File: config.mk
export PLATFORM = sky130hd
export DESIGN_NAME = bba_ram
export DESIGN_NICKNAME = d
export VERILOG_FILES = /design/src/rtl/bba_ram.sv
export SDC_FILE = /design/constraint.sdc
export NUM_CORES = 2
export LEC_CHECK = 0
export BUFFER_PORTS_ARGS = -buffer_cell sky130_fd_sc_hd__buf_2
export CORE_UTILIZATION = 45
export CTS_BUF_LIST = sky130_fd_sc_hd__clkbuf_16
export DETAILED_ROUTE_END_ITERATION = 8
export GPL_ROUTABILITY_DRIVEN = 0
export PLACE_DENSITY_LB_ADDON = 0.25
export SYNTH_ARGS = -nofsm -noshare
export SYNTH_HDL_FRONTEND = slang
export SYNTH_SLANG_ARGS = --single-unit
File: constraint.sdc
create_clock -name clk_i -period 4.6 [get_ports clk_i]
set_input_delay 0.46 -clock clk_i [delete_from_list [all_inputs] [get_ports clk_i]]
set_output_delay 0.46 -clock clk_i [all_outputs]
set_load 0.01 [all_outputs]
File: src/rtl/bba_ram.sv
// single write port, single registered read port ram
module bba_ram #(
  parameter int Width = 8,
  parameter int Depth = 256,
  parameter int AddrW = $clog2(Depth)
) (
  input  logic             clk_i,
  input  logic             we_i,
  input  logic [AddrW-1:0] waddr_i,
  input  logic [Width-1:0] wdata_i,
  input  logic             re_i,
  input  logic [AddrW-1:0] raddr_i,
  output logic [Width-1:0] rdata_o
);

  logic [Width-1:0] mem [Depth];
  logic [Width-1:0] rdata_q;

  always_ff @(posedge clk_i) begin
    if (we_i) begin
      mem[waddr_i] <= wdata_i;
    end
  end

  always_ff @(posedge clk_i) begin
    if (re_i) begin
      rdata_q <= mem[raddr_i];
    end
  end

  assign rdata_o = rdata_q;

endmodule

Word-level counts from Yosys, hierarchy flattened:

Memories as Yosys holds them, arrays and structs flattened. A register that Yosys moved wholly into a read port is not among the register bits.
Index checks and enable logic that the tools add are counted.

* muxes and demuxes: 2

Operator list (count)
* 1-bit 2-to-1 mux: 2

* register bits after elaboration: 0
* bits in writable memories: 2048
* input port bits: 27
* output and inout bits: 8
* logic and storage cells: 3
* memories kept: 1

Memory list
* mem: words 256, bits a word 8, read ports 1, clocked after Yosys merged registers in 1, write ports 1, line 16 `logic [Width-1:0] mem [Depth];`

Logic depth before layout (Yosys ltp):

* depth in word-level cells: 2
* depth in mapped cells: 11

Worst setup path before layout:

OpenSTA, ideal clock, no wires.

* path type: input to register
* from: input port raddr_i[0]
* to: register rdata_q[2] (netlist: rdata_o[2]) (read register of mem), data pin
* data arrival time: 2.267 ns
* slack: 2.064 ns
* stages: 9
* path buffers: 4
* cells stage by stage: buf_6 > buf_12 > buf_8 > buf_2 > mux4_2 > a22oi_1 > a21oi_1 > nor4_1 > nor4_2

RTL lines
* from (decl): line 12 `input logic [AddrW-1:0] raddr_i,`
* to (decl): line 17 `logic [Width-1:0] rdata_q;`

==> metrics.md <==
| Metric | Value |
|---|---|
| Result of the run | finished clean |
| Crit. Startpoint | raddr_i[3] |
| Arrival time of the worst setup path | 4.36 ns |
| Width of the die | 423 µm |
| Bufs on Longest Clock Path | 3 |
| Num Clock Sinks | 2056 |
| Final setup fails | 0 |
| Library cell occupying the most area in the post-synthesis netlist | edfxtp_1 |
| Register Area | 0.0617 mm² |
| Flop-to-flop setup slack | 1.27 ns |
| Setup clock skew after layout | 0.0338 ns |
| Wire per inst | 31.4 µm |
| DRC violations left | 0 |
| Clock tree from TritonCTS | yes |
| Post-place setup slack | 0.00895 ns |
| Synthesized instance count | 3733 |
| Smallest setup slack after layout | 0.807 ns |
| Leak Pwr | 27.5 nW |
| Global-route wire length before repair | 287 mm |
| Input/output buffers | 34 |
| Cell Chain, Critical Path | buf_4 -> nor2b_1 -> a211oi_1 -> a311oi_1 -> o221ai_1 -> a211oi_1 -> buf_4 -> nor4_1 |
| Area of the multi-input gates | 0.0165 mm² |
| Largest cells by area after synthesis | edfxtp_1 78%, mux4_2 13%, mux2i_1 1.7%, nor2_1 1.3%, a22oi_1 1.3% |
| Final count of hold timing violations | 0 |
| Post-cts sizing count | 0 |
| Critical path class | input pin to register |
| Count of pins on the block boundary | 35 |
| Die height | 423 µm |
| Congestion Overflow GR | 0 |
| Final period util | 82.5% |
| Antenna violation net count after detailed routing | 0 |
| Leading post-synthesis cells by instance count | 2056 x edfxtp_1, 454 x mux4_2, 282 x nor2_1 |
| Total routing resource utilization after global routing | 22.5% |
| Crit Path Max Fanout | 45 |
| Fraction of final layout cells with drive strength greater than 1 | 22.6% |
| Buffers inserted during post-CTS setup optimization | 0 |
| Die outline area | 0.179 mm² |
| Portion of the post-synthesis area used by sequential elements | 77.5% |
| Rows | 154 |
| Number of global-route vias before repair | 38724 |
| Clock slew seen by the registers of the worst setup and hold paths | 0.06 ns |
| Min-delay worst type | input pin to register |
| Most numerous cell in the Yosys netlist | edfxtp_1 |
| Maximum Capacitance Violations | 0 |
| Final setup TNS | 0 ns |
| CP max stage cell | nor2b_1 |
| Slew margin rel. | 5.93% |
| RSZ-0062 raised after global routing | false |
| Area share of the largest cell type after synthesis | 77.5% |
| Overall routed net length | 201 mm |
| Number of antenna violations at the first check in global routing | 12 |
| Distinct cell type count after synthesis | 54 |
| Max Clock Freq | 264 MHz |
| Fillers | 13838 |
| Hold path startpoint | wdata_i[4] |
| Initial core utilization | 45.3% |
| Post-DR vias/cell | 6.08 |
| Number of flops mapped to enable cells by yosys | 2056 |
| Detailed-placement wirelength estimate | 122 mm |
| Async set or reset register ratio after synthesis | 0% |
| Areal power density over the cells | 430 mW/mm² |
| Insertion delay to the later sink of the worst-skew pair | 0.85 ns |
| Number of detailed-routing iterations run before antenna repair | 6 |
| Total via count in the routed design | 38829 |
| Critical path's largest stage delay | 0.87 ns |
| Total number of yosys warnings | 0 |
| Most common flop cell mapped by yosys | edfxtp_1 |
| Top delay family on crit path | compound AO/OA/AOI/OAI gates |
| Detailed Route Iter0 Violations | 4479 |
| Type of origin of the critical path | input pin |
| Worst IR drop on VDD | 0.419 mV |
| Standard cell core area | 0.176 mm² |
| Worst path required time | 5.16 ns |
| FF+latch count, synth | 2056 |
| Worst path buffer plus inverter count | 2 |
| Root buf cell | clkbuf_16 |
| Fin crit period | 3.79 ns |
| Reg-to-reg startpoint | mem[34][5] |
| Mean cell area of the mapped netlist | 21.3 µm² |
| Number of buffers added by the clock tree synthesis step | 204 |
| Count of hold-fix buffers inserted at cts | 1 |
| Maximum number of pins on one net before global-route repair | 169 |
| Synthesized area | 0.0796 mm² |
| Layout Nets | 3902 |
| Critical Path End Type | register |
| Transition at the pin with the smallest max-transition slack | 1.41 ns |
| Total nets after synthesis | 3760 |
| Max-slew violation count | 0 |
| Number of levels in the clock H-tree | 4 |
| Area growth syn-to-layout | 11.8% |
[stage by stage]
stage	power, mW	hold WS [ns]	util [%]	cell area [µm²]	instances
6_report	38.3	0.148	50.6	89000	6389
5_1_grt	39.2	0.150	50.6	89000	6385
4_1_cts	38.5	0.134	50.6	89000	6382
3_5_place_dp	23.0	0.863	47.0	82700	6008
3_3_place_gp	22.9	0.858	47.0	82700	6008
2_1_floorplan	22.1	0.559	-	79600	3733
[power breakdown]
part	internal (mW)	switching, mW	leakage, nW	total (mW)
Clock	8.71	7.01	3.27	15.7
Sequential	20.7	0.0224	18.5	20.7
Combinational	0.636	1.23	5.71	1.87
Total	30.0	8.27	27.5	38.3
[flip-flops by register name (all words and copies together), names as in the netlist]
signal	flops
mem	2048
rdata_o	8
[placed cells by master (no fill, tap or decap), types with 22 or more instances in the layout]
cell type,Yosys,routed
edfxtp_1,2056,2056
clkinv_2,0,35
a21oi_1,96,96
nor4_1,24,24
buf_2,31,22
o22ai_1,28,28
clkbuf_16,0,204
mux4_2,454,454
nand2_1,33,33
nand3_1,34,29
mux2i_1,134,134
inv_1,1,53
clkinv_1,1,54
nor2_1,282,279
nor2b_1,31,28
nor3_1,22,22
o221ai_1,46,46
buf_4,27,116
a22oi_1,133,133
[worst paths after layout]
kind	endpoint	cells past startpoint
max	rdata_o[5]	8
min	mem[142][4]	1
max reg2reg	rdata_o[5]	7
min reg2reg	rdata_o[1]	5
[cell type report]
type / count / share of cell area (%)
timing repair buffer: 169 / 1.73
antenna: 7 / 0.0197
multi-input combinational: 1442 / 18.5
inverter: 2 / 0.00844
clock inverter: 169 / 1.30
tap: 2340 / 3.29
sequential: 2056 / 69.4
clock buffer: 204 / 5.74
[routing by layer]
metal	share of wire [%]	GRT usage, %	up-vias
met4	2.2	5.94	2
met3	7.7	4.18	263
met2	49	35.7	1627
met1	42	32.1	20924
met5	0.010	0	-
li1	-	-	16013
[worst reg2reg max path: stages (launching register included)]
cell	delay [ns]
edfxtp_1	0.36
mux4_2	0.47
nand2b_1	0.19
a311oi_1	0.48
o221ai_1	0.43
a211oi_1	0.85
buf_4	0.24
nor4_1	0.05
[cells by family after synthesis]
kind of cell	synth area share, %
buffers and inverters	1.83
and+or+nand+nor	2.63
DFF	77.5
muxes	14.6
AOI/OAI and AO/OA	3.42
Power figures use the tool's default switching activity.
